`src/design/evsc_pkg.sv`:
```
// Shared types, constants and helper functions of the volume and source controller.
`default_nettype none

package evsc_pkg;

    localparam int unsigned VOL_W = 16;
    localparam int unsigned CFG_VOL_W = 15;
    localparam int unsigned SLACK_W = 10;
    localparam int unsigned DELAY_W = 16;
    localparam int unsigned SRC_W = 2;
    localparam int unsigned LED_W = 3;
    localparam int unsigned LEVEL_W = 12;
    localparam int unsigned CFG_IDX_W = 3;
    localparam int unsigned CFG_DATA_W = 16;
    localparam int unsigned LEVEL_SHIFT_DEF = 3;

    localparam logic signed [CFG_VOL_W-1:0] VOL_MIN_RST = 15'sd0;
    localparam logic signed [CFG_VOL_W-1:0] VOL_MAX_RST = 15'sd2040;
    localparam logic [SLACK_W-1:0] TRAVEL_MARGIN_RST = 10'd100;
    localparam logic [DELAY_W-1:0] CHANGE_HOLD_RST = 16'd1000;
    localparam logic [DELAY_W-1:0] BOOT_HOLD_RST = 16'd2000;
    localparam logic [SRC_W-1:0] NUM_SOURCES_RST = 2'd3;

    typedef enum logic [1:0] {
        CMD_ENCODER = 2'd0,
        CMD_BUTTON  = 2'd1,
        CMD_TICK    = 2'd2,
        CMD_NONE    = 2'd3
    } cmd_t;

    typedef enum logic [CFG_IDX_W-1:0] {
        REG_VOL_MIN       = 3'd0,
        REG_VOL_MAX       = 3'd1,
        REG_TRAVEL_MARGIN = 3'd2,
        REG_CHANGE_HOLD   = 3'd3,
        REG_BOOT_HOLD     = 3'd4,
        REG_NUM_SOURCES   = 3'd5
    } reg_idx_t;

    typedef struct packed {
        logic signed [VOL_W-1:0]   volume_word;
        logic signed [LEVEL_W-1:0] dac_level;
        logic                      dac_mute;
    } vol_result_t;

    typedef struct packed {
        logic             amp_mute;
        logic [SRC_W-1:0] source_sel;
        logic [LED_W-1:0] led_mask;
        logic             settings_changed;
    } src_result_t;

    // Gray phase of the two encoder channels.
    function automatic logic [1:0] gray_phase(input logic a, input logic b);
        logic [1:0] p;
        unique case ({a, b})
            2'b00: p = 2'd0;
            2'b10: p = 2'd1;
            2'b11: p = 2'd2;
            default: p = 2'd3;
        endcase
        return p;
    endfunction

    // Next source, wrapping at the source count; a count of zero acts as one.
    function automatic logic [SRC_W-1:0] next_source(input logic [SRC_W-1:0] cur,
                                                     input logic [SRC_W-1:0] n);
        logic [SRC_W-1:0] inc;
        logic [SRC_W-1:0] r;
        inc = cur + 2'd1;
        unique case (n)
            2'd2: r = {1'b0, inc[0]};
            2'd3: r = (inc == 2'd3) ? 2'd0 : inc;
            default: r = 2'd0;
        endcase
        return r;
    endfunction

endpackage

`default_nettype wire

```
`src/design/evsc_volume.sv`:
```
// Encoder decoding, saturating volume position, DAC level and DAC mute.
`default_nettype none

module evsc_volume
    import evsc_pkg::*;
#(
    parameter int unsigned LEVEL_SHIFT = LEVEL_SHIFT_DEF
)
(
    input  wire logic                        clk,
    input  wire logic                        rst_n,
    input  wire logic                        step_en,
    input  wire logic                        is_enc,
    input  wire logic                        enc_a,
    input  wire logic                        enc_b,
    input  wire logic signed [CFG_VOL_W-1:0] vol_min,
    input  wire logic signed [CFG_VOL_W-1:0] vol_max,
    input  wire logic        [SLACK_W-1:0]   travel_margin,
    output vol_result_t                      res
);

    localparam int unsigned EXT_W = VOL_W + 1;
    localparam logic signed [EXT_W-1:0] LEVEL_HI = 17'sd2047;
    localparam logic signed [EXT_W-1:0] LEVEL_LO = -17'sd2048;

    logic signed [VOL_W-1:0] pos_reg;
    logic signed [VOL_W-1:0] pos_next;
    logic [1:0]              phase_reg;
    logic [1:0]              phase_next;
    logic                    dac_mute_reg;
    logic                    dac_mute_next;

    logic [1:0]              phase;
    logic signed [EXT_W-1:0] pos_ext;
    logic signed [EXT_W-1:0] min_ext;
    logic signed [EXT_W-1:0] max_ext;
    logic signed [EXT_W-1:0] slack_ext;
    logic signed [EXT_W-1:0] lo_bound;
    logic signed [EXT_W-1:0] hi_bound;
    logic signed [EXT_W-1:0] new_ext;
    logic signed [EXT_W-1:0] clamped;
    logic signed [EXT_W-1:0] shifted;
    logic signed [LEVEL_W-1:0] level;

    always_comb
    begin
        phase     = gray_phase(enc_a, enc_b);
        pos_ext   = {pos_reg[VOL_W-1], pos_reg};
        min_ext   = {{(EXT_W-CFG_VOL_W){vol_min[CFG_VOL_W-1]}}, vol_min};
        max_ext   = {{(EXT_W-CFG_VOL_W){vol_max[CFG_VOL_W-1]}}, vol_max};
        slack_ext = {{(EXT_W-SLACK_W){1'b0}}, travel_margin};
        lo_bound  = min_ext - slack_ext;
        hi_bound  = max_ext + slack_ext;

        pos_next      = pos_reg;
        phase_next    = phase_reg;
        dac_mute_next = dac_mute_reg;
        if (is_enc)
        begin
            new_ext = pos_ext;
            if ((phase_reg + 2'd1) == phase && pos_ext > lo_bound)
            begin
                new_ext = pos_ext - 17'sd1;
            end
            else if ((phase + 2'd1) == phase_reg && pos_ext < hi_bound)
            begin
                new_ext = pos_ext + 17'sd1;
            end
            pos_next      = new_ext[VOL_W-1:0];
            phase_next    = phase;
            dac_mute_next = (new_ext >= max_ext);
        end

        new_ext = {pos_next[VOL_W-1], pos_next};
        clamped = (new_ext <= min_ext) ? min_ext : new_ext;
        shifted = clamped >>> LEVEL_SHIFT;
        if (shifted > LEVEL_HI)
        begin
            level = LEVEL_HI[LEVEL_W-1:0];
        end
        else if (shifted < LEVEL_LO)
        begin
            level = LEVEL_LO[LEVEL_W-1:0];
        end
        else
        begin
            level = shifted[LEVEL_W-1:0];
        end

        res.volume_word = pos_next;
        res.dac_level   = level;
        res.dac_mute    = dac_mute_next;
    end

    always_ff @(posedge clk or negedge rst_n)
    begin
        if (!rst_n)
        begin
            pos_reg      <= {VOL_MAX_RST[CFG_VOL_W-1], VOL_MAX_RST};
            phase_reg    <= 2'd0;
            dac_mute_reg <= 1'b1;
        end
        else if (step_en)
        begin
            pos_reg      <= pos_next;
            phase_reg    <= phase_next;
            dac_mute_reg <= dac_mute_next;
        end
    end

endmodule

`default_nettype wire

```
`src/design/evsc_source.sv`:
```
// Source selection, amplifier mute and mute countdown.
`default_nettype none

module evsc_source
    import evsc_pkg::*;
(
    input  wire logic               clk,
    input  wire logic               rst_n,
    input  wire logic               step_en,
    input  cmd_t                    cmd,
    input  wire logic [DELAY_W-1:0] change_hold,
    input  wire logic [SRC_W-1:0]   num_sources,
    output src_result_t             res
);

    logic [SRC_W-1:0]   src_reg;
    logic [SRC_W-1:0]   src_next;
    logic               amp_mute_reg;
    logic               amp_mute_next;
    logic [DELAY_W-1:0] count_reg;
    logic [DELAY_W-1:0] count_next;
    logic               armed_reg;
    logic               armed_next;
    logic               changed;
    logic [DELAY_W-1:0] count_dec;

    always_comb
    begin
        src_next      = src_reg;
        amp_mute_next = amp_mute_reg;
        count_next    = count_reg;
        armed_next    = armed_reg;
        changed       = 1'b0;
        count_dec     = (count_reg != '0) ? count_reg - 16'd1 : count_reg;
        unique case (cmd)
            CMD_BUTTON:
            begin
                amp_mute_next = 1'b1;
                count_next    = change_hold;
                armed_next    = 1'b1;
                src_next      = next_source(src_reg, num_sources);
                changed       = 1'b1;
            end
            CMD_TICK:
            begin
                count_next = count_dec;
                if (armed_reg && count_dec == '0)
                begin
                    amp_mute_next = 1'b0;
                    armed_next    = 1'b0;
                end
            end
            CMD_ENCODER, CMD_NONE:
            begin
            end
        endcase

        res.amp_mute         = amp_mute_next;
        res.source_sel       = src_next;
        res.led_mask         = amp_mute_next ? 3'd0 : (3'd1 << src_next);
        res.settings_changed = changed;
    end

    always_ff @(posedge clk or negedge rst_n)
    begin
        if (!rst_n)
        begin
            src_reg      <= '0;
            amp_mute_reg <= 1'b1;
            count_reg    <= BOOT_HOLD_RST;
            armed_reg    <= 1'b1;
        end
        else if (step_en)
        begin
            src_reg      <= src_next;
            amp_mute_reg <= amp_mute_next;
            count_reg    <= count_next;
            armed_reg    <= armed_next;
        end
    end

endmodule

`default_nettype wire

```
`src/design/encoder_volume_source_control.sv`:
```
// Top level of the preamp front-panel volume and source controller.
`default_nettype none

// Each accepted word is an encoder sample, a source-button press or a millisecond
// tick, and yields exactly one result word with the state after that event. The
// block takes one word per cycle unless out_ready holds the result register full;
// an accepted word is loaded into the input register, and when the result register
// is free its result is loaded there, with all state updates done in the single
// logic pass between them. The mute length after reset is fixed by reset, so
// writes to register 4 are accepted but have no effect.
module encoder_volume_source_control
    import evsc_pkg::*;
#(
    parameter int unsigned LEVEL_SHIFT = LEVEL_SHIFT_DEF
)
(
    input  wire logic                         clk,
    input  wire logic                         rst_n,
    input  wire logic                         in_valid,
    output logic                              in_ready,
    input  wire logic [1:0]                   command,
    input  wire logic                         enc_a,
    input  wire logic                         enc_b,
    output logic                              out_valid,
    input  wire logic                         out_ready,
    output logic signed [VOL_W-1:0]           volume_word,
    output logic signed [LEVEL_W-1:0]         dac_level,
    output logic                              dac_mute,
    output logic                              amp_mute,
    output logic        [SRC_W-1:0]           source_sel,
    output logic        [LED_W-1:0]           led_mask,
    output logic                              settings_changed,
    input  wire logic                         cfg_valid,
    output logic                              cfg_ready,
    input  wire logic   [CFG_IDX_W-1:0]       cfg_index,
    input  wire logic   [CFG_DATA_W-1:0]      cfg_data
);

    logic signed [CFG_VOL_W-1:0] vol_min_reg;
    logic signed [CFG_VOL_W-1:0] vol_max_reg;
    logic [SLACK_W-1:0]          travel_margin_reg;
    logic [DELAY_W-1:0]          change_hold_reg;
    logic [SRC_W-1:0]            num_sources_reg;

    logic       s1_valid_reg;
    logic       s1_valid_next;
    cmd_t       s1_cmd_reg;
    logic       s1_a_reg;
    logic       s1_b_reg;
    logic       out_valid_reg;
    logic       out_valid_next;
    logic       out_free;
    logic       step_en;
    logic       in_fire;

    vol_result_t vol_res;
    src_result_t src_res;
    vol_result_t vol_out_reg;
    src_result_t src_out_reg;

    assign cfg_ready = 1'b1;
    assign out_free  = !out_valid_reg || out_ready;
    assign step_en   = s1_valid_reg && out_free;
    assign in_ready  = !s1_valid_reg || out_free;
    assign in_fire   = in_valid && in_ready;

    always_comb
    begin
        s1_valid_next = s1_valid_reg;
        if (in_fire)
        begin
            s1_valid_next = 1'b1;
        end
        else if (step_en)
        begin
            s1_valid_next = 1'b0;
        end
        out_valid_next = out_valid_reg;
        if (step_en)
        begin
            out_valid_next = 1'b1;
        end
        else if (out_ready)
        begin
            out_valid_next = 1'b0;
        end
    end

    always_ff @(posedge clk or negedge rst_n)
    begin
        if (!rst_n)
        begin
            vol_min_reg       <= VOL_MIN_RST;
            vol_max_reg       <= VOL_MAX_RST;
            travel_margin_reg <= TRAVEL_MARGIN_RST;
            change_hold_reg   <= CHANGE_HOLD_RST;
            num_sources_reg   <= NUM_SOURCES_RST;
        end
        else if (cfg_valid)
        begin
            unique case (cfg_index)
                REG_VOL_MIN:       vol_min_reg       <= cfg_data[CFG_VOL_W-1:0];
                REG_VOL_MAX:       vol_max_reg       <= cfg_data[CFG_VOL_W-1:0];
                REG_TRAVEL_MARGIN: travel_margin_reg <= cfg_data[SLACK_W-1:0];
                REG_CHANGE_HOLD:   change_hold_reg   <= cfg_data;
                REG_NUM_SOURCES:   num_sources_reg   <= cfg_data[SRC_W-1:0];
                default:
                begin
                end
            endcase
        end
    end

    always_ff @(posedge clk or negedge rst_n)
    begin
        if (!rst_n)
        begin
            s1_valid_reg  <= 1'b0;
            out_valid_reg <= 1'b0;
        end
        else
        begin
            s1_valid_reg  <= s1_valid_next;
            out_valid_reg <= out_valid_next;
        end
    end

    always_ff @(posedge clk)
    begin
        if (in_fire)
        begin
            s1_cmd_reg <= cmd_t'(command);
            s1_a_reg   <= enc_a;
            s1_b_reg   <= enc_b;
        end
        if (step_en)
        begin
            vol_out_reg <= vol_res;
            src_out_reg <= src_res;
        end
    end

    evsc_volume #(
        .LEVEL_SHIFT (LEVEL_SHIFT)
    ) u_volume (
        .clk           (clk),
        .rst_n         (rst_n),
        .step_en       (step_en),
        .is_enc        (s1_cmd_reg == CMD_ENCODER),
        .enc_a         (s1_a_reg),
        .enc_b         (s1_b_reg),
        .vol_min       (vol_min_reg),
        .vol_max       (vol_max_reg),
        .travel_margin (travel_margin_reg),
        .res           (vol_res)
    );

    evsc_source u_source (
        .clk         (clk),
        .rst_n       (rst_n),
        .step_en     (step_en),
        .cmd         (s1_cmd_reg),
        .change_hold (change_hold_reg),
        .num_sources (num_sources_reg),
        .res         (src_res)
    );

    assign out_valid        = out_valid_reg;
    assign volume_word      = vol_out_reg.volume_word;
    assign dac_level        = vol_out_reg.dac_level;
    assign dac_mute         = vol_out_reg.dac_mute;
    assign amp_mute         = src_out_reg.amp_mute;
    assign source_sel       = src_out_reg.source_sel;
    assign led_mask         = src_out_reg.led_mask;
    assign settings_changed = src_out_reg.settings_changed;

endmodule

`default_nettype wire

```
`config.mk`:
```
export PLATFORM = sky130hd
export DESIGN_NAME = encoder_volume_source_control
export DESIGN_NICKNAME = d
export VERILOG_FILES = /design/src/design/evsc_pkg.sv /design/src/design/evsc_volume.sv /design/src/design/evsc_source.sv /design/src/design/encoder_volume_source_control.sv
export SDC_FILE = /design/constraint.sdc
export NUM_CORES = 1
export LEC_CHECK = 0
export ABC_AREA = 1
export BUFFER_PORTS_ARGS = -buffer_cell sky130_fd_sc_hd__buf_2
export CAP_MARGIN = 20
export CORE_MARGIN = 2
export CORE_UTILIZATION = 35
export CTS_CLUSTER_DIAMETER = 80
export DETAILED_ROUTE_END_ITERATION = 10
export PLACE_DENSITY = 0.53
export SLEW_MARGIN = 0
export SYNTH_ARGS = -nofsm -noshare
export SYNTH_HDL_FRONTEND = slang
export SYNTH_SLANG_ARGS = --single-unit
```
`constraint.sdc`:
```
create_clock -name clk -period 9.22 [get_ports clk]
set_input_delay 1.844 -clock clk [delete_from_list [all_inputs] [get_ports clk]]
set_output_delay 1.844 -clock clk [all_outputs]
set_load 0.02 [all_outputs]
```
# Yosys cells after proc, flatten, opt, wreduce, memory -nomap -nowiden
# Cells that the tools add are included.
[word_totals]
ff_bits = 139
output_inout_bits = 39
wordCells = 100
[op_classes]
addsub = 8
magnitude_cmp = 6
eq_ne = 14
shifts = 1
muxes = 22
n_reduce_logical = 25
[op_table]
columns = ["cell", "count"]
rows = [
  ["$mux W17", 4],
  ["$mux W16", 2],
  ["$pmux W16 S2", 1],
  ["$add A16 B2 Y17 const B", 1],
  ["$ge A17 B15 Y1", 1],
  ["$sub A16 B2 Y17 const B", 1],
  ["$add A15 B11 Y16", 1],
  ["$gt A16 B16 Y1", 1],
  ["$le A16 B15 Y1", 1],
  ["$logic_not A16 Y1", 1],
  ["$lt A16 B16 Y1", 1],
  ["$reduce_bool A16 Y1", 1],
  ["$sub A15 B11 Y16", 1],
  ["$sub A16 B1 Y16 const B", 1],
  ["$gt A14 B12 Y1 const B", 1],
  ["$lt A14 B12 Y1 const B", 1],
  ["$reduce_and A2 Y1", 7],
  ["$eq A2 B2 Y1 const B", 6],
  ["$mux W12", 1],
  ["$mux W1", 8],
  ["$add A2 B1 Y2 const B", 3],
  ["$eq A3 B2 Y1 const B", 2],
  ["$pmux W2 S3", 1],
  ["$reduce_bool A2 Y1", 3],
  ["other kinds (15)", 25],
]

# Logic depth before layout (Yosys ltp)
# Gate-level depths: netlist (run 1).
[depth]
depth_word = 13
depth_mapped = 47
mapped_depth_nobuf = 47

# Hierarchy
# A second synthesis (run 1) with hierarchy kept.
[hier_totals]
hier_cells = 1336
hier_area_um2 = 10157.2
[modules_own_cells]
columns = ["mod", "instances", "cells_each", "area_each_um2", "seq_area_each_um2"]
rows = [
  ["evsc_volume", 1, 779, 4875.9, 486.7],
  ["encoder_volume_source_control", 1, 316, 3642.2, 2726.4],
  ["evsc_source", 1, 241, 1639.1, 510.5],
]

# Least setup slack after synthesis (run 1)
# Ideal clock, no wire load.
[synth_timing]
kind = "register -> register"
from = "register travel_margin_reg[2]"
to = "register vol_out_reg, in the netlist dac_level[10] (data pin)"
setup_ns = 0.252
arrival_ns = 5.231
path_slack_ns = 3.737
path_stages_with_launch = 40
n_path_buf = 1
path_cell_list = "dfstp_2 > inv_1 > ha_1 > a21o_1 > a31oi_1 > o21ai_0 > a21oi_1 > o21bai_1 > nand2_1 > nand2_1 > nor3_1 > a21oi_1 > ha_1 > nand2_1 > inv_1 > nand3_1 > inv_1 > a21oi_1 > (+4 left out) > clkinv_4 > nand2_1 > nand2_1 > nand2_1 > nand3_1 > and2_1 > ha_1 > a21oi_1 > o21a_1 > or2_2 > nand4_1 > xor2_1 > nor2_4 > inv_2 > nor2_4 > nand2_2 > buf_6 > nand2_1"
[synth_between]
elab_chain_cells = 11
elab_cells_between_ends = 15
[synth_lines]
columns = ["element", "line_no", "text"]
rows = [
  ["from (decl)", "encoder_volume_source_control.sv:41", "logic [SLACK_W-1:0] travel_margin_reg;"],
  ["from (signal assigned)", "encoder_volume_source_control.sv:104", "REG_TRAVEL_MARGIN: travel_margin_reg <= cfg_data[SLACK_W-1:0];"],
  ["$add A15 B11 Y16", "evsc_volume.sv:53", "hi_bound = max_ext + slack_ext;"],
  ["$lt A16 B16 Y1", "evsc_volume.sv:65", "else if ((phase + 2'd1) == phase_reg && pos_ext < hi_bound)"],
  ["$logic_and A1 B1 Y1", "evsc_volume.sv:65", ""],
  ["$mux W17", "evsc_volume.sv:65", ""],
  ["$mux W17 (*)", "evsc_volume.sv:61", "if ((phase_reg + 2'd1) == phase && pos_ext > lo_bound)"],
  ["$mux W17 (*)", "evsc_volume.sv:58", "if (is_enc)"],
  ["$mux W16 (*)", "evsc_volume.sv:58", ""],
  ["net u_volume.pos_next[9]", "evsc_volume.sv:27", "logic signed [VOL_W-1:0] pos_next;"],
  ["$le A16 B15 Y1", "evsc_volume.sv:75", "clamped = (new_ext <= min_ext) ? min_ext : new_ext;"],
  ["$mux W17 (*)", "evsc_volume.sv:75", ""],
  ["$lt A14 B12 Y1", "evsc_volume.sv:81", "else if (shifted < LEVEL_LO)"],
  ["$mux W12", "evsc_volume.sv:81", ""],
  ["to (signal assigned)", "encoder_volume_source_control.sv:138", "vol_out_reg <= vol_res;"],
  ["to (decl)", "encoder_volume_source_control.sv:58", "vol_result_t vol_out_reg;"],
]
# The timed path passes the listed nets; every way through them passes the cells marked *. The select of a mux whose other input is x is not followed.
# A chain may end at the register's enable or synchronous reset.

# Final worst setup path (run 1)
[layout_timing]
from = "register travel_margin_reg[2]"
to = "register vol_out_reg, in the netlist dac_level[6] (data pin)"
[layout_between]
elab_chain_cells = 11
elab_cells_between_ends = 15
[layout_lines]
columns = ["element", "line_no"]
rows = [
  ["$add A15 B11 Y16", "evsc_volume.sv:53"],
  ["$lt A16 B16 Y1", "evsc_volume.sv:65"],
  ["$logic_and A1 B1 Y1", "evsc_volume.sv:65"],
  ["$mux W17", "evsc_volume.sv:65"],
  ["$mux W17 (*)", "evsc_volume.sv:61"],
  ["$mux W17 (*)", "evsc_volume.sv:58"],
  ["$mux W16 (*)", "evsc_volume.sv:58"],
  ["net u_volume.pos_next[1]", "evsc_volume.sv:27"],
  ["$le A16 B15 Y1 (*)", "evsc_volume.sv:75"],
  ["$mux W17 (*)", "evsc_volume.sv:75"],
  ["$lt A14 B12 Y1", "evsc_volume.sv:81"],
  ["$mux W12", "evsc_volume.sv:81"],
]
# Marks and branches as above.

==> results.txt, run 1 <==
----------------------------------------------------
[Routing]
  Average wire per cell in the routed design ... 16.3 um
  Detailed-routing iteration count for the pre-antenna-repair pass ... 5
  DR iter-0 viols ... 568
  Total via count in the routed design ... 8,294
  Detail Route Antenna Nets ... 0
  # DRC ... 0
  Via-per-instance ratio ... 4.90
  Routed wire length ... 27,600 um

[Global routing]
  First-pass GRT wire length ... 45,200 um
  Antenna violations before repair ... 0
  Pin count of the biggest net entering global routing ... 70
  Residual overflow from global routing ... 0
  Via count of the first global-routing pass ... 8,044
  Overall global routing resource usage ... 20.2%

[Worst setup path]
  Most common cell type on the critical path ... sky130_fd_sc_hd__nand2_1
  Crit-path slowest cell ... sky130_fd_sc_hd__dfstp_2
  Required time of the critical path ... 9510 ps
  Kind of start point of the critical path ... flop
  Max Fanout on Critical Path ... 16
  CP delay by family, top ... simple AND/OR/NAND/NOR gates
  Slowest Stage Delay on Critical Path ... 540 ps
  Data arrival, critical path ... 7110 ps
  Worst Setup End Kind ... flop
  Crit Path Class ... flop to flop
  Number of buffer and inverter instances along the worst setup path ... 4
  FF-to-FF setup slack ... 2400 ps

[CTS]
  Clock root buffer ... sky130_fd_sc_hd__clkbuf_16
  Number of resized instances in the post-cts repair step ... 0
  Clock transition at path regs ... 70 ps
  Number of buffers created by CTS ... 17
  Maximum number of buffers from clock root to sink ... 2
  Sinks on Clock Net ... 139
  Clock latency reported for the late side of the worst-skew pair ... 440 ps
  Number of levels in the clock H-tree ... 4
  Setup bufs post-CTS ... 0
  CTS tree ... done
  Cts hold-fix bufs ... 0

[Timing]
  Setup TNS ... 0 ps
  Rel. slew slack ... 32.1%
  Final worst clock skew ... 13.3 ps
  Count of endpoints failing setup in the final report ... 0
  RSZ-0062 raised after global routing ... no
  Final Hold Violating Endpoints ... 0
  Highest attainable clock frequency ... 147 MHz
  Final Cycle Share ... 73.9%
  Max-slew violation count ... 0
  Transition time of the tightest slew-check pin ... 1020 ps
  Final Critical Period ... 6820 ps

[Power and ir drop]
  Static power due to leakage ... 5.42 nW
  Pwr/cell area ... 335 nW/um^2
  Total power after layout ... 3.67 mW
  Worst ir drop on vdd ... 0.147 mV

[Die]
  Core Box Area ... 27,600 sq um
  DIE WIDTH ... 171 um
  Starting utilization of the core area ... 35.3%
  Y dimension of the die ... 171 um
  DIE AREA ... 29,200 sq um
  Cell Rows ... 61
  I/O pin count ... 67

[Synthesis]
  Predominant post-synthesis flop cell ... sky130_fd_sc_hd__dfrtp_1
  Count of unique library cells instantiated by Yosys ... 58
  Cells taking the most area after synthesis ... sky130_fd_sc_hd__dfrtp_1 (16%), sky130_fd_sc_hd__edfxtp_1 (12%), sky130_fd_sc_hd__nand2_1 (12%), sky130_fd_sc_hd__ha_1 (12%), sky130_fd_sc_hd__dfstp_2 (9.7%)
  Ys async rst share ... 71.2%
  Synthesis-stage register bit count ... 139
  Seq/Total Area, Yosys ... 38.3%
  Mean post-synth cell area ... 7.82 sq um
  Count of synthesis-stage warnings from yosys ... 0
  Post-synthesis instance total ... 1,245
  Top-area cell type share of the netlist area ... 16.2%
  Post-synth top area cell ... sky130_fd_sc_hd__dfrtp_1
  Post-synthesis instance area ... 9730 sq um
  Count of flip-flops with a built-in enable after synthesis ... 40
  Mapped Nets ... 1,367

[Cells and area]
  Area growth, synth to finish ... 12.6%
  Number of nets in the layout ... 1,423
  Highest-count cells in the layout ignoring fill and taps ... sky130_fd_sc_hd__nand2_1 (317), sky130_fd_sc_hd__inv_1 (159), sky130_fd_sc_hd__o21ai_0 (110)
  Share of post-route cells with drive strength above 1 ... 13.3%
  Ant diodes ... 0
  Number of fill cells ... 2,863
  Commonest non-fill, non-tap cell in the layout ... sky130_fd_sc_hd__nand2_1

[Run]
  Max-cap check violation count ... 0

[Placed design]
  Routability cong. ... 0.913
  Number of port buffers ... 65
  Placed wire-length estimate ... 21,400 um

[Min path]
  Hold crit path type ... flop to flop

[Status]
  Status ... completed

----------------------------------------------------
[stage by stage]
step / setup WS, ps / utilization [%] / instances / hold WS, ps / cell area, sq um
global route: 1690 / 39.8 / 1692 / 516 / 11000
finish: 2400 / 39.8 / 1692 / 485 / 11000
global placement: 2490 / 37.7 / 1659 / 465 / 10400
floorplan: 3740 / - / 1245 / 448 / 9730
CTS: 2380 / 39.7 / 1691 / 489 / 10900
detailed placement: 2480 / 37.7 / 1659 / 472 / 10400
[path summary, 6_finish.rpt]
| check | cells past startpoint | start | to |
|---|---|---|---|
| max in group asynchronous | 2 | rst_n | u_volume.pos_reg[11] |
| min | 2 | change_hold_reg[9] | change_hold_reg[9] |
| max reg2reg | 36 | travel_margin_reg[2] | dac_level[6] |
| min in group asynchronous | 1 | rst_n | travel_margin_reg[3] |
| max | 36 | travel_margin_reg[2] | dac_level[6] |
| min reg2reg | 2 | change_hold_reg[9] | change_hold_reg[9] |
[cells in the mapped netlist (4+ instances only)]
library cell                 n
sky130_fd_sc_hd__o21ai_0   110
sky130_fd_sc_hd__ha_1       92
sky130_fd_sc_hd__xor2_1     39
sky130_fd_sc_hd__nand2_2     7
sky130_fd_sc_hd__nand4_1    22
sky130_fd_sc_hd__xnor2_1     8
sky130_fd_sc_hd__inv_1     160
sky130_fd_sc_hd__inv_2       8
sky130_fd_sc_hd__buf_2       6
sky130_fd_sc_hd__nand2_1   317
sky130_fd_sc_hd__edfxtp_1   40
sky130_fd_sc_hd__nand3_2     4
sky130_fd_sc_hd__o21ai_1     9
sky130_fd_sc_hd__and2_1     11
sky130_fd_sc_hd__dfrtp_1    63
sky130_fd_sc_hd__nor3_1     20
sky130_fd_sc_hd__nor2_1     69
sky130_fd_sc_hd__o21bai_1    5
sky130_fd_sc_hd__clkbuf_1   22
sky130_fd_sc_hd__o22ai_1    14
sky130_fd_sc_hd__a21oi_1    55
sky130_fd_sc_hd__dfstp_2    36
sky130_fd_sc_hd__nand3_1    73
[worst min-delay path, cell delays in order, from the launching register on]
cell	delay (ps)
sky130_fd_sc_hd__dfstp_2	370
sky130_fd_sc_hd__nand2_1	50
sky130_fd_sc_hd__o21ai_0	70
[power breakdown]
group	internal (mW)	leakage, nW	total [mW]	switching (mW)
Sequential	0.890	1.56	1.08	0.195
Clock	0.362	0.270	0.652	0.290
Combinational	0.664	3.59	1.93	1.27
[logic make-up (layout without fill, tap and decap cells)]
| group | after synthesis | after routing | synth area share (%) |
|---|---|---|---|
| AO/OA/AOI/OAI | 213 | 213 | 11.9 |
| multiplexers | 1 | 1 | 0.116 |
| other | 1 | 1 | 0.0385 |
| flip-flops | 139 | 139 | 38.3 |
| AND/OR/NAND/NOR | 545 | 545 | 24.8 |
| adder cells (fa/ha/maj) | 94 | 94 | 12.2 |
| XOR/XNOR | 47 | 47 | 4.23 |
| buffers and inverters | 205 | 274 | 8.44 |
[cell type report]
| type | instances | area [sq um] | share of cell area, % |
|---|---|---|---|
| Clock buffer | 21 | 460 | 4.20 |
| Tap cell | 378 | 473 | 4.32 |
| Clock inverter | 11 | 83.8 | 0.765 |
| Sequential cell | 139 | 3720 | 34.0 |
| Multi-Input combinational cell | 901 | 5190 | 47.3 |
| Inverter | 171 | 647 | 5.91 |
| Timing Repair Buffer | 71 | 380 | 3.47 |
[layer usage]
metal / vias to the layer above / global-route usage (%) / part of all wire [%]
met1: 3817 / 29.2 / 50
li1: 4235 / - / -
met5: - / 0 / 0
met3: 31 / 2.96 / 4.7
met4: 0 / 6.09 / 2.0
met2: 211 / 31.2 / 43
Power figures use the tool's default switching activity.
==> run 2: changes to the inputs <==
--- a/config.mk
+++ b/config.mk
@@ -12,7 +12,7 @@
 export CORE_UTILIZATION = 35
 export CTS_CLUSTER_DIAMETER = 80
 export DETAILED_ROUTE_END_ITERATION = 10
-export PLACE_DENSITY = 0.53
+export PLACE_DENSITY = 0.55
 export SLEW_MARGIN = 0
 export SYNTH_ARGS = -nofsm -noshare
 export SYNTH_HDL_FRONTEND = slang
==> constraint.sdc (replaced) <==
create_clock -name clk -period 5.5 [get_ports clk]
set_input_delay 1.1 -clock clk [delete_from_list [all_inputs] [get_ports clk]]
set_output_delay 1.1 -clock clk [all_outputs]
set_load 0.02 [all_outputs]
==> run 2 against run 1 <==
The run now ends with negative setup slack left. Flip-flop and latch count unchanged. Core utilization rose by 8.5 points. Die area unchanged. Fmax is 17% higher. Register-to-register slack got worse by 2800 ps. Wire length rose by 14%. Global-route usage grew 2.0 points. Largest cell class unchanged. Highest routed layer unchanged.
==> results.txt, run 2 (synthesis gave the netlist of run 1 again) <==
----------------------------------------------------
[Cells and area]
  Count of placed standard cells in the final layout, fillers left out ... 1,898 (+12%)
  Number of nets in the layout ... 1,629 (+14%)
  Final core utilization ... 48.2% (+8.5 points)
  Area growth, synth to finish ... 36.5%
  Share of post-route cells with drive strength above 1 ... 32.6% (+19 points)
  Commonest non-fill, non-tap cell in the layout ... sky130_fd_sc_hd__nand2_1
  Layout Cell Area excl Fill ... 13,300 sq um (+21%)
  Ant diodes ... 0 (unchanged)
  Highest-count cells in the layout ignoring fill and taps ... sky130_fd_sc_hd__nand2_1 (293), sky130_fd_sc_hd__buf_4 (198), sky130_fd_sc_hd__inv_1 (155)

[Timing]
  Final worst clock skew ... 15.2 ps (+1.84 ps)
  Transition time of the tightest slew-check pin ... 1020 ps (-0.721 ps)
  Final Hold Violating Endpoints ... 0 (unchanged)
  Final WS setup ... -346 ps (-2750 ps)
  Max-slew violation count ... 0 (unchanged)
  Final Cycle Share ... 106% (+32 points)
  RSZ-0062 raised after global routing ... yes
  Count of endpoints failing setup in the final report ... 13 (+13)
  Rel. slew slack ... 32.1% (+0.048 points)
  Final Critical Period ... 5850 ps (-969 ps)
  Highest attainable clock frequency ... 171 MHz (+17%)
  Setup TNS ... -3560 ps (-3560 ps)
  Fin Hold WS ... 488 ps (+2.38 ps)

[Die]
  DIE WIDTH ... 171 um (unchanged)
  I/O pin count ... 67 (unchanged)
  Core Box Area ... 27,600 sq um (unchanged)
  Cell Rows ... 61 (unchanged)
  Y dimension of the die ... 171 um (unchanged)
  DIE AREA ... 29,200 sq um (unchanged)
  Starting utilization of the core area ... 35.3% (unchanged)

[Status]
  Failing checks ... negative setup slack
  Status ... finished with violations

[Worst setup path]
  Crit Path Class ... flop to flop
  CP delay by family, top ... buffers and inverters
  Slowest Stage Delay on Critical Path ... 530 ps (about the same)
  Endpoint of the worst-slack reg-to-reg timing path ... dac_level[4]
  Required time of the critical path ... 5690 ps (-3820 ps)
  Number of buffer and inverter instances along the worst setup path ... 18 (+14)
  Kind of start point of the critical path ... flop
  Register-to-Register Path Depth ... 46 (+28%)
  Most common cell type on the critical path ... sky130_fd_sc_hd__buf_4
  FF-to-FF Start ... travel_margin_reg[5]
  Worst Setup End Kind ... flop
  Data arrival, critical path ... 6030 ps (-1080 ps)
  FF-to-FF setup slack ... -350 ps (-2750 ps)
  Max Fanout on Critical Path ... 4 (-12)
  Crit-path slowest cell ... sky130_fd_sc_hd__dfstp_2

[Routing]
  Detail Route Antenna Nets ... 0 (unchanged)
  Via-per-instance ratio ... 4.92 (+0.40%)
  Detailed-routing iteration count for the pre-antenna-repair pass ... 7 (+2)
  DR iter-0 viols ... 660 (+16%)
  Routed wire length ... 31,400 um (+14%)
  Average wire per cell in the routed design ... 16.6 um (+1.4%)
  # DRC ... 0 (unchanged)
  Total via count in the routed design ... 9,341 (+13%)

[CTS]
  CTS tree ... done
  Maximum number of buffers from clock root to sink ... 2 (unchanged)
  Clock root buffer ... sky130_fd_sc_hd__clkbuf_16
  Sinks on Clock Net ... 139 (unchanged)
  Number of levels in the clock H-tree ... 4 (unchanged)
  Clock transition at path regs ... 70 ps (about the same)
  Cts hold-fix bufs ... 0 (unchanged)
  Number of buffers created by CTS ... 17 (unchanged)
  Clock latency reported for the late side of the worst-skew pair ... 430 ps (about the same)

[Min path]
  Min-delay src ... change_hold_reg[13]
  Hold crit path type ... flop to flop
  Hold Path Sink ... change_hold_reg[13]
  Cells on Worst Hold Path ... 2 (unchanged)

[Placed design]
  Number of port buffers ... 65 (unchanged)
  Area post-placement ... 11,400 sq um (+9.4%)
  Minimum setup slack after placement ... -850 ps (-3330 ps)
  Placed wire-length estimate ... 22,800 um (+6.3%)
  Routability cong. ... 0.944 (+3.3%)
  Number of cells in the design after placement ... 1,789 (+7.8%)

[Global routing]
  Antenna violations before repair ... 0 (unchanged)
  First-pass GRT wire length ... 49,600 um (+9.8%)
  Overall global routing resource usage ... 22.2% (+2.0 points)
  Pin count of the biggest net entering global routing ... 68 (-2.9%)
  Residual overflow from global routing ... 0 (unchanged)
  Via count of the first global-routing pass ... 9,102 (+13%)

[Power and ir drop]
  Worst ir drop on vdd ... 0.322 mV (+120%)
  Pwr/cell area ... 593 nW/um^2 (+77%)
  Total power after layout ... 7.88 mW (+110%)
  Static power due to leakage ... 6.60 nW (+22%)

[Run]
  Max-cap check violation count ... 0 (unchanged)

----------------------------------------------------
-- run 2: report_power, final --
group / internal, mW / leakage, nW / switching [mW]
Clock: 0.704 / 0.295 / 0.503
Sequential: 1.49 / 1.56 / 0.316
Combinational: 2.15 / 4.75 / 2.72
Total: 4.35 / 6.60 / 3.53
-- run 2: repair_timing --
item,in CTS,in global routing
cloned,2,0
resized for setup,94,60
setup endpoints to repair,14,14
pin swaps,29,49
buffers inserted,65,11
-- run 2: worst max path at each step --
stage,startpoint,to,slack (ps),depth (start not counted)
4_1_cts,vol_min_reg[0],dac_level[4],-360,50
5_1_grt,vol_min_reg[0],dac_level[10],-710,45
6_report,travel_margin_reg[5],dac_level[4],-350,46
3_3_place_gp,travel_margin_reg[2],dac_level[7],-790,39
3_5_place_dp,travel_margin_reg[2],dac_level[8],-850,39
2_1_floorplan,travel_margin_reg[2],dac_level[10],20,39
-- run 2: routing by layer --
metal,GRT usage [%],wire length [um]
met1,30.6,14700
met4,7.95,1030
met3,3.91,1660
met2,34.9,14000
met5,0,0
-- run 2: worst register-to-register path: cells and delay by family (launching register included) --
kind	cells	cell delay (ps)
fa+ha+maj	2	530
xor+xnor	1	190
buf+inv	18	2060
compound gates	7	810
simple gates	18	1470
flops	1	530
-- run 2: cell type report --
class                   count  area (sq um)
clock inverters            13           153
clock buffers              19           453
inverters                 171           649
multi-input cells         902          5860
well taps                 378           473
fillers                  2657         14300
flip-flops and latches    139          3720
repair buffers            276          1980
